==> config.mk <==
export PLATFORM = sky130hd
export DESIGN_NAME = cv_waveform_generator
export DESIGN_NICKNAME = d
export VERILOG_FILES = /design/src/rtl/core/cvwg_pkg.sv /design/src/rtl/core/cv_waveform_generator.sv
export SDC_FILE = /design/constraint.sdc
export NUM_CORES = 2
export LEC_CHECK = 0
export ABC_AREA = 0
export BUFFER_PORTS_ARGS = -buffer_cell sky130_fd_sc_hd__clkbuf_2
export CELL_PAD_IN_SITES_DETAIL_PLACEMENT = 1
export CELL_PAD_IN_SITES_GLOBAL_PLACEMENT = 2
export CORE_ASPECT_RATIO = 0.8
export CORE_MARGIN = 4
export CORE_UTILIZATION = 45
export DETAILED_ROUTE_END_ITERATION = 8
export PLACE_DENSITY = 0.91
export SLEW_MARGIN = 25
export SYNTH_ARGS = -nofsm -noshare
export SYNTH_HDL_FRONTEND = slang
export SYNTH_SLANG_ARGS = --single-unit
==> constraint.sdc <==
create_clock -name i_clk -period 14.75 [get_ports i_clk]
set_input_delay 2.95 -clock i_clk [delete_from_list [all_inputs] [get_ports i_clk]]
set_output_delay 2.95 -clock i_clk [all_outputs]
set_load 0.01 [all_outputs]
==> src/rtl/core/cvwg_pkg.sv <==
// ----------------------------------------------------------------------------
// cvwg_pkg
// Shared types and constants for the control-voltage waveform generator:
// register indexes, mode and shape codes, field widths and level limits.
// ----------------------------------------------------------------------------
package cvwg_pkg;

    // field widths
    localparam int unsigned ELAPSED_W  = 32;
    localparam int unsigned LEVEL_W    = 15;
    localparam int unsigned WAVE_W     = 16;
    localparam int unsigned CFG_ADDR_W = 3;
    localparam int unsigned CFG_DATA_W = 32;

    // stream data widths, rounded up to whole bytes
    localparam int unsigned S_TDATA_W = 32;
    localparam int unsigned M_TDATA_W = 16;

    typedef logic [LEVEL_W-1:0]        t_level;
    typedef logic signed [WAVE_W-1:0]  t_wave;
    typedef logic [CFG_ADDR_W-1:0]     t_cfg_addr;

    // register indexes
    localparam t_cfg_addr CFG_SOURCE_MODE    = 3'd0;
    localparam t_cfg_addr CFG_WAVE_SHAPE     = 3'd1;
    localparam t_cfg_addr CFG_MANUAL_LEVEL   = 3'd2;
    localparam t_cfg_addr CFG_BIAS_LEVEL     = 3'd3;
    localparam t_cfg_addr CFG_WAVE_AMPLITUDE = 3'd4;
    localparam t_cfg_addr CFG_TONE_FREQUENCY = 3'd5;

    // source modes
    localparam logic SRC_MANUAL    = 1'b0;
    localparam logic SRC_GENERATOR = 1'b1;

    // wave shapes
    localparam logic [1:0] SHAPE_SINE     = 2'd0;
    localparam logic [1:0] SHAPE_TRIANGLE = 2'd1;
    localparam logic [1:0] SHAPE_SQUARE   = 2'd2;
    localparam logic [1:0] SHAPE_SAW      = 2'd3;

    // output level range, 1/4096 V units (0..5 V)
    localparam t_level LEVEL_MAX = 15'd20480;

    // q1.15 wave limits
    localparam t_wave WAVE_POS_MAX = 16'sd32767;
    localparam t_wave WAVE_NEG_MAX = -16'sd32768;

    // pi/2 in q30, used to build the quarter-wave table
    localparam logic [63:0] HALF_PI_Q30 = 64'd1686629713;

    // phase increment: q16.16 frequency times q8.24 time gives 40 fraction bits,
    // padded so that phase widths up to 48 bits take a plain slice
    localparam int unsigned INC_PROD_W   = 64;
    localparam int unsigned INC_FRAC     = 40;
    localparam int unsigned PHASE_MAX_W  = 48;
    localparam int unsigned INC_PAD      = PHASE_MAX_W - INC_FRAC;

endpackage

==> src/rtl/core/cv_waveform_generator.sv <==
// ----------------------------------------------------------------------------
// cv_waveform_generator
// Control-voltage source on a phase-accumulator oscillator: manual level or
// bias + amplitude * wave(phase), clamped to 0..5 V in 1/4096 V units.
// ----------------------------------------------------------------------------
// Usage:
//   Each transaction on the slave stream carries the elapsed time since the
//   last tick (q8.24 s); each one yields exactly one transaction on the master
//   stream with the output level (0..20480). In generator mode the level comes
//   from the phase before this tick, then the phase advances by
//   frequency * elapsed; in manual mode the phase holds.
//   Registers must be written through i_cfg_we/i_cfg_addr/i_cfg_data while
//   the block is idle (not enforced); a write takes effect at the next clock edge.
// Timing:
//   Six register stages (input, increment multiply, phase accumulate, wave
//   lookup, amplitude multiply, output). One transaction per cycle is taken
//   sustained while the receiver does not stall; the phase accumulate loop
//   holds a single register.
// Reset and stall:
//   Reset clears the configuration registers, the phase and the pipeline
//   valid bits. When the receiver stalls, the output holds and the stages
//   behind it keep filling their empty slots, so tready falls only once every
//   stage holds a result.
// ----------------------------------------------------------------------------
module cv_waveform_generator #(
    parameter int unsigned SINE_TABLE_DEPTH = 256,
    parameter int unsigned PHASE_BITS       = 32
) (
    input  logic                           i_clk,
    input  logic                           i_rst_n,
    // slave stream
    input  logic                           i_s_axis_tvalid,
    output logic                           o_s_axis_tready,
    input  logic [cvwg_pkg::S_TDATA_W-1:0] i_s_axis_tdata,  // [31:0] elapsed_time
    // master stream
    output logic                           o_m_axis_tvalid,
    input  logic                           i_m_axis_tready,
    output logic [cvwg_pkg::M_TDATA_W-1:0] o_m_axis_tdata,  // [14:0] out_level, [15] zero
    // configuration write port
    input  logic                           i_cfg_we,
    input  logic [cvwg_pkg::CFG_ADDR_W-1:0] i_cfg_addr,
    input  logic [cvwg_pkg::CFG_DATA_W-1:0] i_cfg_data
);
    import cvwg_pkg::*;

    localparam int unsigned IDX_W  = (SINE_TABLE_DEPTH > 1) ? $clog2(SINE_TABLE_DEPTH) : 1;
    localparam int unsigned IPW    = 14 + IDX_W + 1;
    localparam int unsigned INC_LO = PHASE_MAX_W - PHASE_BITS;

    // quarter-wave sine entry, sin(pi/2 * i / depth) in q1.15, taylor series in q30
    function automatic logic [14:0] sine_entry(input int unsigned i);
        logic [63:0] x;
        logic [63:0] x2;
        logic [63:0] term;
        longint      sum;
        logic [63:0] r;
        x    = (HALF_PI_Q30 * 64'(i)) / 64'(SINE_TABLE_DEPTH);
        x2   = (x * x) >> 30;
        term = x;
        sum  = longint'(x);
        term = ((term * x2) >> 30) / 64'd6;
        sum  = sum - longint'(term);
        term = ((term * x2) >> 30) / 64'd20;
        sum  = sum + longint'(term);
        term = ((term * x2) >> 30) / 64'd42;
        sum  = sum - longint'(term);
        term = ((term * x2) >> 30) / 64'd72;
        sum  = sum + longint'(term);
        term = ((term * x2) >> 30) / 64'd110;
        sum  = sum - longint'(term);
        if (sum < 0) begin
            sum = 0;
        end
        r = ((64'(sum) * 64'd32767) + 64'd536870912) >> 30;
        if (r > 64'd32767) begin
            r = 64'd32767;
        end
        return r[14:0];
    endfunction

    // constant quarter-wave table
    logic [14:0] w_sine_rom [SINE_TABLE_DEPTH];
    for (genvar g = 0; g < SINE_TABLE_DEPTH; g++) begin : g_sine_rom
        assign w_sine_rom[g] = sine_entry(g);
    end

    // configuration registers
    logic                      r_source_mode;
    logic [1:0]                r_wave_shape;
    logic signed [15:0]        r_manual_level;
    logic signed [15:0]        r_bias_level;
    logic signed [15:0]        r_wave_amplitude;
    logic [31:0]               r_tone_frequency;

    // pipeline registers
    logic                      r_s1_valid;
    logic [ELAPSED_W-1:0]      r_s1_elapsed;
    logic                      r_s2_valid;
    logic [PHASE_BITS-1:0]     r_s2_inc;
    logic                      r_s3_valid;
    logic [15:0]               r_s3_p;
    logic                      r_s4_valid;
    t_wave                     r_s4_wave;
    logic                      r_s5_valid;
    logic signed [31:0]        r_s5_prod;
    logic                      r_out_valid;
    t_level                    r_out_level;
    logic [PHASE_BITS-1:0]     r_phase;

    // stage enables, a stage moves when it is empty or its successor moves
    logic w_en_out, w_en_s5, w_en_s4, w_en_s3, w_en_s2, w_en_s1;
    assign w_en_out = !r_out_valid || i_m_axis_tready;
    assign w_en_s5  = !r_s5_valid  || w_en_out;
    assign w_en_s4  = !r_s4_valid  || w_en_s5;
    assign w_en_s3  = !r_s3_valid  || w_en_s4;
    assign w_en_s2  = !r_s2_valid  || w_en_s3;
    assign w_en_s1  = !r_s1_valid  || w_en_s2;

    assign o_s_axis_tready = w_en_s1;
    assign o_m_axis_tvalid = r_out_valid;
    assign o_m_axis_tdata  = {{(M_TDATA_W-LEVEL_W){1'b0}}, r_out_level};

    // configuration decoder
    always_ff @(posedge i_clk) begin
        if (!i_rst_n) begin
            r_source_mode    <= SRC_MANUAL;
            r_wave_shape     <= SHAPE_SINE;
            r_manual_level   <= '0;
            r_bias_level     <= '0;
            r_wave_amplitude <= '0;
            r_tone_frequency <= '0;
        end else if (i_cfg_we) begin
            unique case (i_cfg_addr)
                CFG_SOURCE_MODE:    r_source_mode    <= i_cfg_data[0];
                CFG_WAVE_SHAPE:     r_wave_shape     <= i_cfg_data[1:0];
                CFG_MANUAL_LEVEL:   r_manual_level   <= $signed(i_cfg_data[15:0]);
                CFG_BIAS_LEVEL:     r_bias_level     <= $signed(i_cfg_data[15:0]);
                CFG_WAVE_AMPLITUDE: r_wave_amplitude <= $signed(i_cfg_data[15:0]);
                CFG_TONE_FREQUENCY: r_tone_frequency <= i_cfg_data[31:0];
                default: ;
            endcase
        end
    end

    // increment multiply, q16.16 * q8.24, sliced to the phase fraction
    logic [INC_PROD_W-1:0]         n_inc_prod;
    logic [INC_PROD_W+INC_PAD-1:0] n_inc_ext;
    logic [PHASE_BITS-1:0]         n_s2_inc;
    assign n_inc_prod = INC_PROD_W'(r_tone_frequency) * INC_PROD_W'(r_s1_elapsed);
    assign n_inc_ext  = {n_inc_prod, {INC_PAD{1'b0}}};
    assign n_s2_inc   = n_inc_ext[INC_LO +: PHASE_BITS];

    // sine lookup position: falling quadrants mirror the fraction
    logic [1:0]       w_quad;
    logic [13:0]      w_frac;
    logic [13:0]      w_pos;
    logic             w_peak;
    logic [IPW-1:0]   w_idx_prod;
    logic [IDX_W-1:0] w_idx;
    logic [14:0]      w_sine_mag;
    assign w_quad     = r_s3_p[15:14];
    assign w_frac     = r_s3_p[13:0];
    assign w_pos      = w_quad[0] ? (14'd0 - w_frac) : w_frac;
    assign w_peak     = w_quad[0] && (w_frac == 14'd0);
    assign w_idx_prod = IPW'(w_pos) * IPW'(SINE_TABLE_DEPTH);
    assign w_idx      = w_idx_prod[14 +: IDX_W];
    assign w_sine_mag = w_peak ? 15'd32767 : w_sine_rom[w_idx];

    // wave shape select
    logic signed [16:0] w_tri_d;
    logic [16:0]        w_tri_abs;
    logic signed [17:0] w_tri_v;
    t_wave              w_sine_pos;
    t_wave              n_s4_wave;
    assign w_tri_d    = $signed({1'b0, r_s3_p}) - 17'sd32768;
    assign w_tri_abs  = w_tri_d[16] ? 17'(-w_tri_d) : 17'(w_tri_d);
    // full distance kept so the start of the cycle reaches -1
    assign w_tri_v    = 18'sd32768 - $signed({w_tri_abs, 1'b0});
    assign w_sine_pos = $signed({1'b0, w_sine_mag});

    always_comb begin
        case (r_wave_shape)
            SHAPE_SINE:     n_s4_wave = w_quad[1] ? -w_sine_pos : w_sine_pos;
            SHAPE_TRIANGLE: n_s4_wave = (w_tri_v > 18'sd32767) ? WAVE_POS_MAX
                                                               : t_wave'(w_tri_v);
            SHAPE_SQUARE:   n_s4_wave = r_s3_p[15] ? WAVE_POS_MAX : WAVE_NEG_MAX;
            default:        n_s4_wave = $signed({~r_s3_p[15], r_s3_p[14:0]});
        endcase
    end

    // round, add bias and clamp
    logic signed [32:0] w_round;
    logic signed [17:0] w_scaled;
    logic signed [18:0] w_gen_level;
    logic signed [18:0] w_sel_level;
    t_level             n_out_level;
    assign w_round     = 33'(r_s5_prod) + 33'sd16384;
    assign w_scaled    = 18'(w_round >>> 15);
    assign w_gen_level = 19'(w_scaled) + 19'(r_bias_level);
    assign w_sel_level = (r_source_mode == SRC_GENERATOR) ? w_gen_level
                                                          : 19'(r_manual_level);

    always_comb begin
        if (w_sel_level < 19'sd0) begin
            n_out_level = '0;
        end else if (w_sel_level > $signed({4'b0, LEVEL_MAX})) begin
            n_out_level = LEVEL_MAX;
        end else begin
            n_out_level = w_sel_level[LEVEL_W-1:0];
        end
    end

    // pipeline valid bits and phase accumulator
    always_ff @(posedge i_clk) begin
        if (!i_rst_n) begin
            r_s1_valid  <= 1'b0;
            r_s2_valid  <= 1'b0;
            r_s3_valid  <= 1'b0;
            r_s4_valid  <= 1'b0;
            r_s5_valid  <= 1'b0;
            r_out_valid <= 1'b0;
            r_phase     <= '0;
        end else begin
            if (w_en_s1)  r_s1_valid  <= i_s_axis_tvalid;
            if (w_en_s2)  r_s2_valid  <= r_s1_valid;
            if (w_en_s3)  r_s3_valid  <= r_s2_valid;
            if (w_en_s4)  r_s4_valid  <= r_s3_valid;
            if (w_en_s5)  r_s5_valid  <= r_s4_valid;
            if (w_en_out) r_out_valid <= r_s5_valid;
            // phase moves as its transaction leaves the increment stage
            if (w_en_s3 && r_s2_valid && (r_source_mode == SRC_GENERATOR)) begin
                r_phase <= r_phase + r_s2_inc;
            end
        end
    end

    // pipeline payload
    always_ff @(posedge i_clk) begin
        if (w_en_s1)  r_s1_elapsed <= i_s_axis_tdata[ELAPSED_W-1:0];
        if (w_en_s2)  r_s2_inc     <= n_s2_inc;
        if (w_en_s3)  r_s3_p       <= r_phase[PHASE_BITS-1 -: 16];
        if (w_en_s4)  r_s4_wave    <= n_s4_wave;
        if (w_en_s5)  r_s5_prod    <= 32'(r_wave_amplitude) * 32'(r_s4_wave);
        if (w_en_out) r_out_level  <= n_out_level;
    end

    // checks
    a_level_range: assert property (@(posedge i_clk) disable iff (!i_rst_n)
        o_m_axis_tvalid |-> (o_m_axis_tdata[LEVEL_W-1:0] <= LEVEL_MAX))
        else $error("output level above 5 V");

    a_manual_phase_holds: assert property (@(posedge i_clk) disable iff (!i_rst_n)
        (r_source_mode == SRC_MANUAL) |=> $stable(r_phase))
        else $error("phase moved in manual mode");

    a_ready_when_drained: assert property (@(posedge i_clk) disable iff (!i_rst_n)
        !o_m_axis_tvalid |-> o_s_axis_tready)
        else $error("input stalled with an empty output");

endmodule
==> Word-level counts from Yosys, hierarchy flattened <==
Memories as Yosys holds them, arrays and structs flattened.
Index checks and enable logic that the tools add are counted.
{ "totals": {"elab_cells": 80, "n_memories": 1, "in_bits": 72, "regBits": 264, "romBits": 3840} }
{ "memory_table": {"columns": ["memory", "words", "width", "read_ports", "rd_ports_with_merged_regs", "wr", "line_no", "rtl"], "rows": [
  ["(name not given)", 256, 15, 1, 0, 0, "cv_waveform_generator.sv:167", "assign w_sine_mag = w_peak ? 15'd32767 : w_sine_rom[w_idx];"]
]} }
{ "classes": {"mul": 2, "n_reduce_logical": 25, "muxes": 11, "n_eq_ne": 7, "bitwise": 2, "n_addsub": 8, "n_lt_le_gt_ge": 4} }
{ "op_table": {"columns": ["operator", "n"], "rows": [
  ["15-bit 2-to-1 mux", 4],
  ["16-bit 2-to-1 mux", 3],
  ["16-bit one-hot mux with 3 select lines", 1],
  ["32-bit by 32-bit multiplier with 40-bit output", 1],
  ["32-bit by 16-bit adder with 33-bit output (second input constant)", 1],
  ["32-bit adder", 1],
  ["16-bit by 16-bit multiplier with 32-bit output", 1],
  ["18-bit by 16-bit adder with 19-bit output", 1],
  ["19-bit by 16-bit > comparator with 1-bit output (second input constant)", 1],
  ["19-bit by 1-bit < comparator with 1-bit output (second input constant)", 1],
  ["19-bit 2-to-1 mux", 1],
  ["18-bit by 16-bit > comparator with 1-bit output (second input constant)", 1],
  ["17-bit by 18-bit subtractor with 18-bit output (first input constant)", 1],
  ["17-bit 2-to-1 mux", 1],
  ["17-bit negation", 1],
  ["16-bit by 16-bit subtractor with 17-bit output (second input constant)", 1],
  ["15-bit negation with 16-bit output", 1],
  ["14-bit logical NOT", 1],
  ["14-bit 2-to-1 mux", 1],
  ["1-bit by 14-bit subtractor with 14-bit output (first input constant)", 1],
  ["2-bit AND reduction", 6],
  ["9-bit >= comparator (second input constant)", 1],
  ["8-bit NOT with 9-bit output", 1],
  ["3-bit by 2-bit == test with 1-bit output (second input constant)", 2],
  ["11 further kinds", 24]
]} }

==> Logic depth before layout (Yosys ltp) <==
{ "depth": {"word_depth": 10, "mapped_depth": 29, "depth_no_buf": 27} }

==> Least setup slack after synthesis <==
Ideal clock, no wire load.
{ "synth_path": {"path_kind": "input port to output port", "startpoint": "input port i_m_axis_tready", "endpoint": "output port o_s_axis_tready", "n_path_buf": 0, "path_slack_ns": 6.996, "arrival_time_ns": 4.804, "stages": 5, "required_ns": 11.800, "cell_sequence": "nor2b_1 > and2_1 > nand2_1 > nor2_1 > nand3_1"} }
{ "synth_between": {"elab_chain_cells": 6} }
{ "synth_rtl": {"columns": ["element", "line_no", "rtl"], "rows": [
  ["from (decl)", "cv_waveform_generator.sv:37", "input logic i_m_axis_tready,"],
  ["1-bit logical OR", "cv_waveform_generator.sv:112", "assign w_en_out = !r_out_valid || i_m_axis_tready;"],
  ["1-bit logical OR", "cv_waveform_generator.sv:113", "assign w_en_s5 = !r_s5_valid || w_en_out;"],
  ["1-bit logical OR", "cv_waveform_generator.sv:114", "assign w_en_s4 = !r_s4_valid || w_en_s5;"],
  ["net w_en_s4", "cv_waveform_generator.sv:111", "logic w_en_out, w_en_s5, w_en_s4, w_en_s3, w_en_s2, w_en_s1;"],
  ["1-bit logical OR", "cv_waveform_generator.sv:115", "assign w_en_s3 = !r_s3_valid || w_en_s4;"],
  ["1-bit logical OR", "cv_waveform_generator.sv:116", "assign w_en_s2 = !r_s2_valid || w_en_s3;"],
  ["1-bit logical OR", "cv_waveform_generator.sv:117", "assign w_en_s1 = !r_s1_valid || w_en_s2;"],
  ["to (decl)", "cv_waveform_generator.sv:33", "output logic o_s_axis_tready,"]
]} }
The timed path passes the listed nets, and every way through them passes these cells.

==> Worst setup path after layout <==
{ "layout_path": {"startpoint": "register r_tone_frequency[6]", "endpoint": "register r_s2_inc[31], data pin"} }
{ "layout_between": {"elab_chain_cells": 1} }
{ "layout_rtl": {"columns": ["element", "line_no", "rtl"], "rows": [
  ["from (decl)", "cv_waveform_generator.sv:93", "logic [31:0] r_tone_frequency;"],
  ["from (signal assigned)", "cv_waveform_generator.sv:139", "CFG_TONE_FREQUENCY: r_tone_frequency <= i_cfg_data[31:0];"],
  ["32-bit by 32-bit multiplier with 40-bit output", "cv_waveform_generator.sv:149", "assign n_inc_prod = INC_PROD_W'(r_tone_frequency) * INC_PROD_W'(r_s1_elapsed);"],
  ["net n_inc_prod[39]", "cv_waveform_generator.sv:146", "logic [INC_PROD_W-1:0] n_inc_prod;"],
  ["to (signal assigned)", "cv_waveform_generator.sv:240", "if (w_en_s2) r_s2_inc <= n_s2_inc;"],
  ["to (decl)", "cv_waveform_generator.sv:99", "logic [PHASE_BITS-1:0] r_s2_inc;"]
]} }
The timed path passes the listed nets, and every way through them passes these cells.
A chain may end at the register's enable or synchronous reset.

==> flow_metrics.tcl <==
set metrics [dict create \
    final_cell_mix "inv_1, fa_1, nand2_1" \
    cts_inserted_buffers 29 \
    synth_edf_count 129 \
    required_ns 15.11 \
    crit_arrival_ns 9.01 \
    dp_hpwl_um 125000 \
    hold_path.class "reg -> reg" \
    layout.cells.non_filler 6878 \
    cts_setup_buffers 0 \
    nNetsFinal 6687 \
    synth_cells 5552 \
    synth_cell_types 93 \
    post-route-drc-count 0 \
    hold_viol_final 0 \
    dieArea_mm2 0.114 \
    utilization_pct 48.2 \
    post-route-period-util_pct 58.7 \
    wl_um 165000 \
    fillers 12500 \
    place.gp.congestion 0.976 \
    skew_ns 0.0255 \
    vias 39800 \
    grt_pass1_wl_um 257000 \
    avgSynthCellArea_um2 8.80 \
    clkTransAtPathRegs_ns 0.07 \
    initial_core_util_pct 45.6 \
    synthArstFlopShare_pct 0 \
    dp.cells 6816 \
    crit_fanout 20 \
    worstRegToRegCells 24 \
    criticalPathCategory "reg -> reg" \
    total_power_w 0.00229 \
    cts.sinks 250 \
    cts_tree "done" \
    setup_viol_count_final 0 \
    hold_buffers 0 \
    coreArea_mm2 0.107 \
    layout_commonest_cell "inv_1" \
    wl_per_cell_um 24.0 \
    worst_slack_ns 6.10 \
    synth_top_area_share_pct 36.3 \
    clock_latency_ns 0.62 \
    p_per_area_mw_per_mm2 44.3 \
    synth-seq-area-share_pct 12.9 \
    dr.pass1.iters 5 \
    cts_root_buffer "clkbuf_16" \
    grt_overflow 0 \
    first_global_vias 43100 \
    critPathLaunchType "flop" \
    syn2layout_area_growth_pct 5.62 \
    layout-drive-gt1-share_pct 5.24 \
    cp-end-kind "flop" \
    syn_nets 6803 \
    synth_area_mm2 0.0489 \
    status "complete, no violations" \
    io_pins 90 \
    min_period_ns 8.65 \
    synth_area_leader_cell "fa_1" \
    max-clock-path-buffers 3 \
    track_usage_pct 28.9 \
    max_freq_ghz 0.116 \
    die_w_um 376 \
    r2r_setup_slack_ns 6.10 \
    synth-main-ff-cell "edfxtp_1" \
    pre_cts_slack_ns 6.09 \
    vias_per_cell 5.78 \
    rows 107 \
    antenna_found_initial 7 \
    ir_drop_mv 0.0819 \
    grt_start_max_net_pins 95 \
    maxCapViolations 0 \
    drv_slew 0 \
    port_buffers 88 \
    r2r_end "r_s2_inc[31]$_DFFE_PP_" \
    cp-endpoint "r_s2_inc[31]$_DFFE_PP_" \
    crit_path_start "r_tone_frequency[6]$_SDFFE_PN0P_" \
    rsz0062_at_grt "false" \
    yosysWarnings 0 \
    relSlewSlack_pct 26.5 \
    tightest_slew_ns 1.10 \
    cts_resized 0 \
    ys_ff_latch 250 \
    fp.dieH_um 303 \
    dr.first_iter.drc_count 3335 \
    leakage_nw 23.2 \
    synth_area_leaders "fa_1, edfxtp_1, ha_1" \
    regToRegStartpoint "r_tone_frequency[6]$_SDFFE_PN0P_" \
    drt.antenna.violating_nets 0 \
    htreeDepth 1 \
    tns_ns 0 \
]
-- stage by stage --
step / instance area (um^2) / hold WS (ns)
finish: 51600 / 0.458
global route: 51600 / 0.473
CTS: 51500 / 0.459
detailed placement: 50500 / 0.443
global placement: 50500 / 0.430
floorplan: 48900 / 0.408
-- cells by family after synthesis --
logic type / share of synthesized area, %
simple gates: 18.1
fa+ha+maj: 43.8
buf+inv: 9.87
compound gates: 11.0
xor+xnor: 3.55
mux: 0.732
flops: 12.9
other cells: 0.00767
-- report_power, final --
group / switching, W / internal (W) / total (W)
clock: 0.000347 / 0.000421 / 0.000768
sequential: 0.0000684 / 0.000788 / 0.000857
combinational: 0.000402 / 0.000261 / 0.000663
total: 0.000818 / 0.00147 / 0.00229
-- cell type report --
class	count	area [um^2]	area share, %
multi-input cells	4032	37800	73.3
clock buffers	32	737	1.43
clock inverters	22	236	0.458
flip-flops and latches	250	6300	12.2
diodes	2	5.00	0.00970
well taps	1417	1770	3.43
repair buffers	182	1220	2.36
inverters	941	3530	6.84
-- layer usage --
layer / vias to the layer above / GRT usage, % / share of wire (%)
met3: 259 / 5.74 / 8.8
met4: 4 / 6.10 / 2.2
met5: - / 0.461 / 0.055
met1: 20700 / 41.5 / 44
li1: 17200 / - / -
met2: 1585 / 45.6 / 45
-- registers in the layout (all words and copies together) (netlist names), 2 cells and up --
name and cells:
r_bias_level 16, r_manual_level 16, r_out_level 15, r_phase 32
r_s1_elapsed 32, r_s2_inc 32, r_s3_p 16, r_s4_wave 16
r_s5_prod 18, r_tone_frequency 32, r_wave_amplitude 16, r_wave_shape 2
-- how the worst min path moves through the flow --
stage	startpoint	end	slack (ns)	depth (start not counted)
2_1_floorplan	r_phase[31]$_SDFFE_PN0P_	r_s3_p[15]$_DFFE_PP_	0.41	0
3_3_place_gp	r_phase[31]$_SDFFE_PN0P_	r_s3_p[15]$_DFFE_PP_	0.43	0
3_5_place_dp	r_phase[31]$_SDFFE_PN0P_	r_s3_p[15]$_DFFE_PP_	0.44	0
4_1_cts	r_phase[31]$_SDFFE_PN0P_	r_s3_p[15]$_DFFE_PP_	0.46	0
5_1_grt	r_phase[31]$_SDFFE_PN0P_	r_s3_p[15]$_DFFE_PP_	0.47	0
6_report	r_phase[31]$_SDFFE_PN0P_	r_s3_p[15]$_DFFE_PP_	0.46	0
-- synthesized netlist by cell type, types with 25 or more instances --
cell type	number
and2_1	559
fa_1	886
nor2_1	202
nand2b_1	29
clkbuf_1	277
mux2i_1	29
a21o_1	34
a21boi_0	98
xor2_1	59
a211oi_1	44
o21ai_0	144
inv_1	937
nand3_1	67
nor3_1	57
a21oi_1	174
ha_1	293
o211ai_1	25
edfxtp_1	129
nand2_1	798
xnor2_1	132
dfxtp_1	121
buf_2	28
-- critical path: stages, from the launching register on --
cell and delay (ns):
dfxtp_1 0.70, buf_4 0.43, and2_1 0.21, fa_1 0.44, fa_1 0.53, inv_1 0.06
fa_1 0.47, fa_1 0.51, inv_1 0.05, ha_1 0.28, ha_1 0.30, fa_1 0.50
fa_1 0.42, ha_1 0.36, nand3_1 0.14, nor3_1 0.20, o311ai_0 0.27, a211oi_1 0.60
a211oi_1 0.19, o31ai_1 0.67, a21oi_1 0.17, o211ai_1 0.40, nor4_1 0.10, nor3_1 0.28
xnor2_1 0.11
(Power assumes the default switching activity.)
